[config.mk]
export PLATFORM = sky130hd
export DESIGN_NAME = m4et_ctrl
export DESIGN_NICKNAME = d
export VERILOG_FILES = /design/src/rtl/m4et_pkg.sv /design/src/rtl/m4et_ctrl.sv
export SDC_FILE = /design/constraint.sdc
export NUM_CORES = 1
export LEC_CHECK = 0
export ABC_AREA = 0
export BUFFER_PORTS_ARGS = -buffer_cell sky130_fd_sc_hd__buf_2
export CAP_MARGIN = 20
export CORE_AREA = 2 2 39 41
export DETAILED_ROUTE_END_ITERATION = 10
export DIE_AREA = 0 0 41 43
export GPL_TIMING_DRIVEN = 0
export SETUP_SLACK_MARGIN = 0.4
export SLEW_MARGIN = 10
export SYNTH_ARGS = -nofsm -noshare
export SYNTH_HDL_FRONTEND = slang
export SYNTH_SLANG_ARGS = --single-unit
[constraint.sdc]
create_clock -name clk -period 1.4 [get_ports clk]
set_clock_uncertainty 0.05 [all_clocks]
set_input_delay 0.28 -clock clk [delete_from_list [all_inputs] [get_ports clk]]
set_output_delay 0.28 -clock clk [all_outputs]
set_load 0.01 [all_outputs]
[src/rtl/m4et_pkg.sv]
// Shared types, constants and command/status structs for the power-4 multibrot block.
`default_nettype none
package m4et_pkg;

  localparam int FRAC_BITS_DEF = 28;
  localparam int ITER_BITS_DEF = 10;
  localparam int IN_FRAC = 28;
  localparam int IN_W = 31;
  localparam int DATA_W = 64;
  localparam int SAT_BIT = 60;
  localparam int ESC_W = 10;
  localparam int COLOR_W = 8;
  localparam int MAX_ITER_RESET = 100;
  localparam int ESCAPE_RADIUS_SQ = 16;
  localparam int RED_MUL = 10;
  localparam int GREEN_MUL = 13;
  localparam int BLUE_MUL = 15;
  localparam int COLOR_MOD = 255;

  localparam logic [SAT_BIT:0] PROD_LIMIT = {1'b1, {SAT_BIT{1'b0}}};

  typedef enum logic [2:0] {
    OP_XY,
    OP_AA,
    OP_BB,
    OP_AB,
    OP_XX,
    OP_YY
  } op_t;

  typedef enum logic [3:0] {
    ST_IDLE,
    ST_CHECK,
    ST_MUL_XY,
    ST_MUL_AA,
    ST_MUL_BB,
    ST_MUL_AB,
    ST_MUL_XX,
    ST_MUL_YY,
    ST_TEST,
    ST_FINISH
  } state_t;

  typedef struct packed {
    logic init;
    op_t  op;
    logic mul_start;
    logic mul_store;
    logic test;
    logic iter_inc;
    logic load_out;
  } ctrl_cmd_t;

  typedef struct packed {
    logic mul_busy;
    logic mul_done;
    logic iter_end;
    logic escape;
    logic out_free;
  } dp_status_t;

endpackage
`default_nettype wire

[src/rtl/m4et_ctrl.sv]
// Controller state machine that sequences the products of each iteration.
`default_nettype none
module m4et_ctrl (
  input  wire logic                 clk,
  input  wire logic                 rst,
  input  wire logic                 in_valid,
  output logic                      in_ready,
  input  wire m4et_pkg::dp_status_t status,
  output m4et_pkg::ctrl_cmd_t       cmd
);

  m4et_pkg::state_t state;
  m4et_pkg::state_t state_next;

  always_ff @(posedge clk) begin
    if (rst) begin
      state <= m4et_pkg::ST_IDLE;
    end else begin
      state <= state_next;
    end
  end

  always_comb begin
    state_next = state;
    case (state)
      m4et_pkg::ST_IDLE:   if (in_valid) state_next = m4et_pkg::ST_CHECK;
      m4et_pkg::ST_CHECK: begin
        state_next = status.iter_end ? m4et_pkg::ST_FINISH : m4et_pkg::ST_MUL_XY;
      end
      m4et_pkg::ST_MUL_XY: if (status.mul_done) state_next = m4et_pkg::ST_MUL_AA;
      m4et_pkg::ST_MUL_AA: if (status.mul_done) state_next = m4et_pkg::ST_MUL_BB;
      m4et_pkg::ST_MUL_BB: if (status.mul_done) state_next = m4et_pkg::ST_MUL_AB;
      m4et_pkg::ST_MUL_AB: if (status.mul_done) state_next = m4et_pkg::ST_MUL_XX;
      m4et_pkg::ST_MUL_XX: if (status.mul_done) state_next = m4et_pkg::ST_MUL_YY;
      m4et_pkg::ST_MUL_YY: if (status.mul_done) state_next = m4et_pkg::ST_TEST;
      m4et_pkg::ST_TEST: begin
        state_next = status.escape ? m4et_pkg::ST_FINISH : m4et_pkg::ST_CHECK;
      end
      m4et_pkg::ST_FINISH: if (status.out_free) state_next = m4et_pkg::ST_IDLE;
      default:             state_next = m4et_pkg::ST_IDLE;
    endcase
  end

  always_comb begin
    in_ready = 1'b0;
    cmd = '0;
    cmd.op = m4et_pkg::OP_XY;
    case (state)
      m4et_pkg::ST_IDLE: begin
        in_ready = 1'b1;
        cmd.init = in_valid;
      end
      m4et_pkg::ST_MUL_XY, m4et_pkg::ST_MUL_AA, m4et_pkg::ST_MUL_BB,
      m4et_pkg::ST_MUL_AB, m4et_pkg::ST_MUL_XX, m4et_pkg::ST_MUL_YY: begin
        case (state)
          m4et_pkg::ST_MUL_AA: cmd.op = m4et_pkg::OP_AA;
          m4et_pkg::ST_MUL_BB: cmd.op = m4et_pkg::OP_BB;
          m4et_pkg::ST_MUL_AB: cmd.op = m4et_pkg::OP_AB;
          m4et_pkg::ST_MUL_XX: cmd.op = m4et_pkg::OP_XX;
          m4et_pkg::ST_MUL_YY: cmd.op = m4et_pkg::OP_YY;
          default:             cmd.op = m4et_pkg::OP_XY;
        endcase
        cmd.mul_start = !status.mul_busy && !status.mul_done;
        cmd.mul_store = status.mul_done;
      end
      m4et_pkg::ST_TEST: begin
        cmd.test = 1'b1;
        cmd.iter_inc = !status.escape;
      end
      m4et_pkg::ST_FINISH: begin
        cmd.load_out = status.out_free;
      end
      default: ;
    endcase
  end

endmodule
`default_nettype wire

# Word level (Yosys, flattened, before mapping)
# Index checks and enable logic that the tools add are counted.
[classes] addsub=0 n_mul=0 div=0 n_lt_le_gt_ge=0 n_eq_ne=17 shift=0 mux=17 bitwise=0 n_reduce_logical=7
[ops] cell="2-to-1 mux 4 bit" n=10
[ops] cell="case mux 4 bit (10 select lines)" n=1
[ops] cell="== test 4 x 3 -> 1 bit, second input constant" n=4
[ops] cell="!= test 2 bit, second input constant" n=8
[ops] cell="case mux 3 bit (5 select lines)" n=1
[ops] cell="== test 4 x 2 -> 1 bit, second input constant" n=2
[ops] cell="== test 4 bit, second input constant" n=2
[ops] cell="AND reduction 8 bit" n=1
[ops] cell="OR reduction 6 bit" n=1
[ops] cell="2-to-1 mux 5 bit" n=1
[ops] cell="== test 4 x 1 -> 1 bit, second input constant" n=1
[ops] cell="logical NOT 4 bit" n=1
[ops] cell="logical NOT 1 bit" n=3
[ops] cell="2-to-1 mux 1 bit" n=3
[ops] cell="2-to-1 mux 2 bit" n=1
[ops] cell="logical AND 1 bit" n=1
[word_totals] register_bits=4 latchBits=0 ramBits=0 romBits=0 input_bits=8 out_inout_bits=10 word_cells=42 memories=0

# Longest topological paths before layout
# Gate-level depths: netlist of the first run.
[logic_depth] ltp_word=3 depth_mapped=4 depth_no_buf=3

# Worst setup path after synthesis of the first run
# OpenSTA, ideal clock, no wires.
[synth_path] path_type="register -> output" startpoint="reg state[1]" endpoint="out cmd[8] (netlist bit)" arrival_ns=1.088 t_required_ns=1.070 path_slack_ns=-0.018 path_stages_with_launch=4 n_path_buf=1 cell_sequence="dfxtp_1 buf_4 nor4_2 and2_1"
[synth_lines] element="start, declared" line="m4et_ctrl.sv:12" rtl="m4et_pkg::state_t state;"
[synth_lines] element="start signal, assigned" line="m4et_ctrl.sv:17" rtl="state <= m4et_pkg::ST_IDLE;"
[synth_lines] element="start signal, assigned" line="m4et_ctrl.sv:19" rtl="state <= state_next;"
[synth_lines] element="end, declared" line="m4et_ctrl.sv:9" rtl="output m4et_pkg::ctrl_cmd_t cmd"

==> results_dict.tcl, run 1 <==
set metrics [dict create \
    status "complete, but fails checks" \
    violations "setup timing" \
    crit_fanout 7 \
    yosys.area.top_type "dfxtp_1" \
    synth_top_cell_area_share 0.2254 \
    largest_reg_flops 4 \
    drc 0 \
    final-hold-violation-count 0 \
    dieWidth_microns 41 \
    cts_htree_levels 1 \
    met3_usage 0.01571 \
    cp.arrival_ns 1.26 \
    rsz0062_at_grt "true" \
    worstMarginPinSlew_ns 0.2500 \
    syn-cell-area_sq_um 355.3 \
    met1_usage 0.2315 \
    drt-wirelength-per-cell_microns 13.87 \
    diodes 0 \
    synth_warnings 0 \
    relSlewSlack 0.8321 \
    synth_nets 57 \
    ys_seq_area_frac 0.2254 \
    layout-drive-gt1-share 0.7195 \
    drtIter0Drc 9 \
    slew_violations 0 \
    crit_buf_inv 2 \
    hp-class "in2reg" \
    drv_cap 0 \
    synth_area_leaders "dfxtp_1, a21oi_1, nand3_1, nand2_1, nor2_1" \
    via_per_inst 5.133 \
    antenna_found_initial 0 \
    ant_nets 0 \
    cts_tree "yes" \
    core_area_sq_um 1384 \
    utilization 0.5615 \
    numCtsBuffers 3 \
    power_mw 0.6438 \
    cp.required_ns 1.07 \
    tns_ns -0.9208 \
    min_period_ns 1.590 \
    critPathKind "reg2out" \
    place_hpwl_microns 744.3 \
    cp_top_family "simple AND/OR/NAND/NOR gates" \
    netlist_instances 49 \
    synth-seq-cells 4 \
    start_util 0.2568 \
    grt_pass1_vias 496 \
    overflow 0 \
    setup_viol 10 \
    top_register "state" \
    die_h_microns 43 \
    clkTransAtPathRegs_ns 0.04 \
    avgSynthCellArea_sq_um 7.252 \
    track_usage 0.1747 \
    holdWs_ns 0.1961 \
    gp_congestion 0.7377 \
    cts.sinks 4 \
    portBuffers 17 \
    cp_common_cell "buf_6" \
    clock.fmax_mhz 629.1 \
    power_density_nw_per_um2 828.6 \
    use_met2 0.2719 \
    insertion_delay_ns 0.24 \
    clk_root_buffer_cell "clkbuf_4" \
    multi_input_area_sq_um 347.8 \
    core.rowCount 14 \
    die_area_sq_um 1763 \
    layout_setup_ws_ns -0.1896 \
    period_share 1.135 \
    ys_types 29 \
    syn_to_final_growth_pct 118.7 \
    slowest_stage "dfxtp_2" \
    crit_path_start_kind "flop" \
    crit_path_end_kind "output pin" \
    critical-path-max-stage-delay_ns 0.31 \
    num-nets-final 92 \
    fill_cells 127 \
    power_leakage_nw 0.3327 \
    grt_pass1_wl_mm 2.139 \
    ir_drop_v 0.0003207 \
    cts_buffer_depth 2 \
    path_cells "buf_6 > nor4_4 > and2_4 > buf_6" \
    top_regs "state: 4 flops" \
    grt_max_degree 11 \
    vias 503 \
    ff_latch_area_sq_um 87.58 \
    grt-busiest-layer "met2" \
    routed_wl_mm 1.359 \
    firstDrtPassIters 4 \
    io_pins 18 \
]
synth_stat cells:
| master | number |
|---|---|
| nor3b_1 | 1 |
| o2111ai_1 | 1 |
| nand2_1 | 4 |
| o2bb2ai_1 | 1 |
| and4b_1 | 1 |
| and3_1 | 2 |
| buf_4 | 1 |
| a31oi_1 | 1 |
| buf_2 | 2 |
| o211ai_1 | 1 |
| nor4_2 | 1 |
| nor3_1 | 2 |
| o21a_1 | 1 |
| or4b_1 | 1 |
| nor2_2 | 1 |
| nand3_1 | 3 |
| or4_1 | 1 |
| dfxtp_1 | 4 |
| a21oi_1 | 3 |
| nor2_1 | 4 |
| and2_1 | 2 |
| a211oi_1 | 1 |
| nor4_1 | 1 |
| o22ai_1 | 1 |
| xor2_1 | 1 |
| nor2b_1 | 1 |
| buf_6 | 1 |
| inv_1 | 3 |
| nand2b_1 | 2 |
path summary, 6_finish.rpt:
check,from,end,slack (ns),cells past startpoint
max,state[1]$_SDFFE_PP0P_,cmd[8],-0.19,4
min,rst,state[0]$_SDFFE_PP0P_,0.20,2
max reg2reg,state[1]$_SDFFE_PP0P_,state[0]$_SDFFE_PP0P_,0.01,5
min reg2reg,state[1]$_SDFFE_PP0P_,state[1]$_SDFFE_PP0P_,0.54,3
worst reg2reg max path: stages (launching register included):
cell and delay, ns:
dfxtp_2 0.31, buf_6 0.13, nor2_4 0.06, buf_6 0.14, or4b_1 0.49, a31oi_1 0.13
power by group:
part,switching [mW],internal (mW),total (mW)
combinational,0.171,0.185,0.356
clock,0.0523,0.0963,0.149
sequential,0.00984,0.129,0.139
total,0.233,0.411,0.644
per-stage QoR:
stage          setup WS, ns  std cells  cell area [sq um]
6_report            -0.1896         98              777.0
4_1_cts             -0.2239         96              737.0
2_1_floorplan       0.08781         49              460.4
3_3_place_gp       -0.05531         82              565.5
3_5_place_dp       -0.05853         82              565.5
5_1_grt             -0.2316         98              777.0
layer usage:
metal | wire (microns) | vias up
li1 | - | 242
met1 | 598 | 236
met2 | 681 | 23
met3 | 64 | 2
met4 | 14 | 0
met5 | 0 | -
final cells by class:
type,instances,share of cell area
inverter,3,0.01771
timing repair buffer,30,0.3092
clock buffer,3,0.02899
sequential,4,0.1127
buffer,4,0.05797
multi-input combinational,38,0.4477
tap,16,0.02576
kinds of logic (layout without fill, tap and decap cells):
kind of cell,count (synthesis),in the layout,synth area share
AO/OA/AOI/OAI,10,10,0.1902
AND/OR/NAND/NOR,27,27,0.4472
flip-flops,4,4,0.2254
buffers and inverters,7,40,0.1127
XOR/XNOR,1,1,0.02465
cell usage in the layout, fill, tap and decap left out, types with 2 or more instances in the layout:
master and count:
buf_6 16, buf_2 12, buf_4 6, nor2_4 4, nand3_1 3, clkbuf_4 3, dfxtp_2 3, nor4_4 2
and3_4 2, nand2_4 2, a21oi_1 2, nand2_1 2
timing repair:
item,CTS,global route
gates resized for setup,19,5
hold buffers,0,0
buffers inserted,10,2
pin swaps,4,5
gates cloned,1,0
endpoints found under the setup margin,14,14
Note: power is estimated with default switching activity, not from simulation.
==> inputs of run 2 (changes only) <==
--- a/config.mk
+++ b/config.mk
@@ -12,7 +12,7 @@
 export DETAILED_ROUTE_END_ITERATION = 10
 export DIE_AREA = 0 0 41 43
 export GPL_TIMING_DRIVEN = 0
-export SETUP_SLACK_MARGIN = 0.4
+export SETUP_SLACK_MARGIN = 0.05
 export SLEW_MARGIN = 10
 export SYNTH_ARGS = -nofsm -noshare
 export SYNTH_HDL_FRONTEND = slang
==> run 2 against run 1 <==
Compared with the run above:
- the run still ends with setup timing left
- flip-flop and latch count did not move
- final area is 17% lower
- die area is the same
- worst hold slack gained 0.0069 ns
- clock-buffer cell count unchanged
- sequential power is 9% higher
- highest routed layer unchanged
==> results_dict.tcl, run 2 (same netlist as run 1, synthesis figures left out) <==
set metrics [dict create \
    clk_root_buffer_cell "clkbuf_4" \
    p_int_mw 0.3741 \
    relSlewSlack 0.8439 \
    routed_wl_mm 1.128 \
    worstReg2RegEnd "state[0]$_SDFFE_PP0P_" \
    antenna_found_initial 0 \
    min_period_ns 1.554 \
    dpl_worst_slack_ns -0.06106 \
    core.rowCount 14 \
    dieWidth_microns 41 \
    rsz0062_at_grt "true" \
    final-hold-violation-count 0 \
    fill_cells 139 \
    largest_reg_flops 4 \
    die_area_sq_um 1763 \
    top_regs "state: 4 flops" \
    ir_drop_v 0.0002803 \
    drtIter0Drc 8 \
    power_density_nw_per_um2 869.4 \
    cts_tree "yes" \
    diodes 0 \
    swShare 0.3360 \
    slowest_stage "dfxtp_2" \
    crit_path_end_kind "output pin" \
    drt-wirelength-per-cell_microns 11.87 \
    syn_to_final_growth_pct 82.39 \
    status "complete, but fails checks" \
    worstReg2RegStart "state[2]$_SDFFE_PP0P_" \
    top_register "state" \
    layout_setup_ws_ns -0.1537 \
    power_leakage_nw 0.3008 \
    layout_common_cells "buf_2, buf_4, buf_6" \
    holdPathEnd "state[0]$_SDFFE_PP0P_" \
    min_path_cells 2 \
    io_pins 18 \
    place_hpwl_microns 695.5 \
    final_cells 95 \
    portBuffers 17 \
    worstMarginPinSlew_ns 0.2324 \
    critPathKind "reg2out" \
    switchingPower_mw 0.1893 \
    clock.fmax_mhz 643.6 \
    worstHoldStart "rst" \
    grt_pass1_vias 373 \
    cts_buffer_depth 2 \
    vias 458 \
    cts_htree_levels 1 \
    die_h_microns 43 \
    overflow 0 \
    setup_viol 10 \
    seq_power_share 0.267 \
    track_usage 0.1363 \
    violations "setup timing" \
    crit_fanout 3 \
    numCtsBuffers 3 \
    gp_congestion 0.8042 \
    final_common_cell "buf_2" \
    critical-path-max-stage-delay_ns 0.31 \
    grt_max_degree 11 \
    via_per_inst 4.821 \
    path_cells "buf_6 > nor4_4 > and2_1 > buf_2" \
    drc 0 \
    r2r_slack_ns 0.06 \
    grt_pass1_wl_mm 1.573 \
    ant_nets 0 \
    start_util 0.2568 \
    period_share 1.110 \
    drv_cap 0 \
    clkTransAtPathRegs_ns 0.04 \
    firstDrtPassIters 4 \
    place_inst 82 \
    hp-class "in2reg" \
    cp.required_ns 1.07 \
    reg2reg_depth 5 \
    layout-drive-gt1-share 0.6329 \
    num-nets-final 89 \
    combPwrFrac 0.482 \
    cts.sinks 4 \
    core_area_sq_um 1384 \
    slew_violations 0 \
    pwr-share-clk 0.251 \
    crit_path_start_kind "flop" \
    cp.arrival_ns 1.22 \
    insertion_delay_ns 0.23 \
]
run 2: how the worst max path moves through the flow:
stage	start	endpoint	slack [ns]
3_5_place_dp	state[1]$_SDFFE_PP0P_	cmd[1]	-0.06
5_1_grt	state[2]$_SDFFE_PP0P_	cmd[8]	-0.23
3_3_place_gp	state[1]$_SDFFE_PP0P_	cmd[1]	-0.06
4_1_cts	state[2]$_SDFFE_PP0P_	cmd[8]	-0.17
6_report	state[2]$_SDFFE_PP0P_	cmd[8]	-0.15
2_1_floorplan	state[1]$_SDFFE_PP0P_	cmd[8]	0.07
run 2: stage by stage:
| stage | setup TNS [ns] | power, mW | hold slack [ns] | utilization | instance area, sq um |
|---|---|---|---|---|---|
| CTS | -1.057 | 0.5213 | 0.1919 | 0.4295 | 594.3 |
| detailed placement | -0.1528 | 0.3154 | 0.4477 | 0.3427 | 474.2 |
| finish | -0.6808 | 0.5635 | 0.2030 | 0.4684 | 648.1 |
| global route | -1.160 | 0.6005 | 0.1965 | 0.4684 | 648.1 |
| global placement | -0.1534 | 0.3136 | 0.4521 | 0.3427 | 474.2 |
| floorplan | 0 | 0.2596 | 0.2994 | - | 369.1 |
run 2: layout make-up:
type | count | area, sq um | share of cell area
buffer | 3 | 37.54 | 0.05792
clock buffer | 3 | 22.52 | 0.03475
inverter | 3 | 11.26 | 0.01737
multi-input combinational | 38 | 287.8 | 0.4440
sequential | 4 | 90.09 | 0.1390
tap | 16 | 20.02 | 0.03089
timing repair buffer | 28 | 178.9 | 0.2761
run 2: what timing repair did:
action                                  in CTS  in global routing
pin swaps                                    8                  4
endpoints found under the setup margin      11                 11
buffers inserted                             8                  3
hold buffers                                 0                  0
resized for setup                           12                 13
run 2: power groups by stage:
stage	clock [mW]	combinational, mW	sequential, mW
after detailed placement	0	0.180	0.135
after floorplan	0	0.126	0.133
after CTS	0.147	0.237	0.138
after global placement	0	0.179	0.135
final	0.141	0.272	0.151
after global routing	0.152	0.296	0.153
run 2: worst max-delay path, delay by kind of cell, from the launching register on:
kind / cells / cell delay (ns)
and+or+nand+nor: 2 / 0.45
DFF: 1 / 0.31
buffers and inverters: 2 / 0.23
run 2: per-layer routing:
layer  wire [microns]  track usage  share of wire  up-vias
met1              495       0.1821           0.44      209
met3               46      0.01571          0.041        2
li1                 -            -              -      235
met2              574       0.1813           0.51       12
met4               12       0.1200          0.011        0
met5                0            0              0        -
==> inputs of run 3 (changes only) <==
--- a/config.mk
+++ b/config.mk
@@ -5,7 +5,7 @@
 export SDC_FILE = /design/constraint.sdc
 export NUM_CORES = 1
 export LEC_CHECK = 0
-export ABC_AREA = 0
+export ABC_AREA = 1
 export BUFFER_PORTS_ARGS = -buffer_cell sky130_fd_sc_hd__buf_2
 export CAP_MARGIN = 20
 export CORE_AREA = 2 2 39 41
==> run 3 against run 2 <==
Compared with the run above:
- the run still ends with setup timing left
- largest cell class unchanged
- die area is the same
- global-route usage grew 0.21 points
- highest routed layer is now met3
- utilization shrank 0.18 points
- combinational power grew 21%
- clock-buffer cell count is the same
- clock power is essentially flat
- largest power group unchanged
- worst hold slack lost 0.015 ns
- fmax grew 11%
- critical path depth grew 1
- register-to-register slack gained 0.05 ns
- first-iteration DRC count grew 75%
==> results_dict.tcl, run 3 <==
set metrics [dict create \
    gp_congestion 0.7567 \
    cp.required_ns 1.07 \
    grt_pass1_wl_mm 1.642 \
    period_share 1.004 \
    slew_violations 0 \
    num-nets-final 107 \
    via_per_inst 4.522 \
    syn_to_final_growth_pct 68.08 \
    power_leakage_nw 0.3648 \
    power_mw 0.6316 \
    critical-path-max-stage-delay_ns 0.39 \
    violations "setup timing" \
    grt_max_degree 7 \
    io_pins 18 \
    core_area_sq_um 1384 \
    top_regs "state: 4 flops" \
    crit_fanout 5 \
    layout_common_cells "buf_2, inv_1, nand2_1, nor2_1, buf_4" \
    synth-seq-cells 4 \
    cp.arrival_ns 1.08 \
    avgSynthCellArea_sq_um 5.649 \
    dieWidth_microns 41 \
    place_inst 101 \
    routed_wl_mm 1.072 \
    cts_buffer_depth 2 \
    rsz0062_at_grt "true" \
    ir_drop_v 0.0007100 \
    ant_nets 0 \
    min_period_ns 1.405 \
    fill_cells 147 \
    layout_setup_ws_ns -0.005151 \
    die_h_microns 43 \
    worstMarginPinSlew_ns 0.1843 \
    firstDrtPassIters 6 \
    synth_ff_type "dfxtp_1" \
    setup_viol 2 \
    largest_reg_flops 4 \
    synth-edff-count 0 \
    synth_warnings 0 \
    synth_top_cell_area_share 0.2085 \
    pwr-share-clk 0.223 \
    cp_top_family "flip-flops" \
    crit_buf_inv 2 \
    vias 511 \
    ctsHoldBuffers 0 \
    netlist_instances 68 \
    async_reset_ff_frac 0 \
    relSlewSlack 0.8758 \
    combPwrFrac 0.522 \
    antenna_found_initial 0 \
    clk_root_buffer_cell "clkbuf_4" \
    power_density_nw_per_um2 978.3 \
    ys_seq_area_frac 0.2085 \
    p_int_mw 0.3888 \
    overflow 0 \
    path_cells "inv_2 > nor2_2 > nand2_1 > nor2_1 > buf_2" \
    track_usage 0.1384 \
    core.rowCount 14 \
    crit_path_end_kind "output pin" \
    clkTransAtPathRegs_ns 0.04 \
    final_common_cell "buf_2" \
    slowest_stage "dfxtp_4" \
    cts_tree "yes" \
    cts.sinks 4 \
    portBuffers 17 \
    grt_pass1_vias 411 \
    numCtsBuffers 3 \
    syn-cell-area_sq_um 384.1 \
    drv_cap 0 \
    swShare 0.3844 \
    synth.most_common_cell "inv_1" \
    yosys.area.top_type "dfxtp_1" \
    cts_htree_levels 1 \
    drc 0 \
    synth_area_leaders "dfxtp_1, inv_1, nor2_1, nand2_1, nand3_2" \
    final_cells 113 \
    status "complete, but fails checks" \
    top_register "state" \
    drtIter0Drc 14 \
    critPathKind "reg2out" \
    hp-class "in2reg" \
    start_util 0.2776 \
    dpl_worst_slack_ns 0.07856 \
    ys_types 15 \
    insertion_delay_ns 0.24 \
    synth_nets 76 \
    layout-drive-gt1-share 0.5567 \
    final-hold-violation-count 0 \
    clock.fmax_mhz 711.7 \
    diodes 0 \
    ys_top_cells_by_count "inv_1, nor2_1, nand2_1" \
    die_area_sq_um 1763 \
    place_hpwl_microns 754.2 \
    drt-wirelength-per-cell_microns 9.487 \
    crit_path_start_kind "flop" \
    switchingPower_mw 0.2428 \
    seq_power_share 0.254 \
]
==> run 3: cell count changes after synthesis, moves of 4 or more <==
cell     before  now
nand3_2       0    4
nor2_1        4   14
nand2_1       4   12
inv_1         3   15
==> run 3: metrics by stage <==
stage	util	instance area (sq um)	hold slack, ns	TNS (ns)
after global routing	0.4665	645.6	0.1712	-0.6729
after CTS	0.4340	600.6	0.1800	-0.02449
final	0.4665	645.6	0.1883	-0.009725
after floorplan	-	384.1	0.2991	0
after detailed placement	0.3535	489.2	0.4337	0
after global placement	0.3535	489.2	0.4397	0
==> run 3: path summary, 6_finish.rpt <==
check                              from                     to  slack (ns)  depth (start not counted)
setup / recovery  state[3]$_SDFFE_PP0P_                 cmd[1]      -0.005                          5
hold / removal                      rst  state[3]$_SDFFE_PP0P_        0.19                          2
setup reg to reg  state[1]$_SDFFE_PP0P_  state[2]$_SDFFE_PP0P_        0.11                          8
hold reg to reg   state[0]$_SDFFE_PP0P_  state[0]$_SDFFE_PP0P_        0.47                          2
==> run 3: cell type report <==
class	instances	area (sq um)	share of cell area
inverter	16	62.56	0.09690
sequential	4	92.59	0.1434
multi-input combinational	47	281.5	0.4360
clock buffer	3	22.52	0.03488
timing repair buffer	27	166.4	0.2578
tap	16	20.02	0.03101
==> run 3: routing by layer <==
metal,wire length [microns],global-route usage
met5,0,0
met4,0,0.04000
met3,59,0.07853
met2,549,0.2031
met1,463,0.1667
==> run 3: repair_timing <==
item	CTS	global route
endpoints found under the hold margin	0	0
setup endpoints to repair	10	14
cloned	0	0
setup buffers	7	3
pin swaps	3	8
resized for setup	16	9
==> run 3: kinds of logic (layout without fill, tap and decap cells) <==
kind of cell,count (synthesis),in the layout,synth area share
and+or+nand+nor,41,41,0.5212
buffers and inverters,17,46,0.1856
AOI/OAI and AO/OA,6,6,0.08469
DFF,4,4,0.2085
==> run 3: power by group through the flow <==
| stage | combinational, mW | clock (mW) | sequential, mW |
|---|---|---|---|
| detailed placement | 0.229 | 0 | 0.144 |
| global route | 0.362 | 0.166 | 0.162 |
| global placement | 0.228 | 0 | 0.144 |
| finish | 0.330 | 0.141 | 0.161 |
| CTS | 0.306 | 0.148 | 0.146 |
| floorplan | 0.167 | 0 | 0.141 |
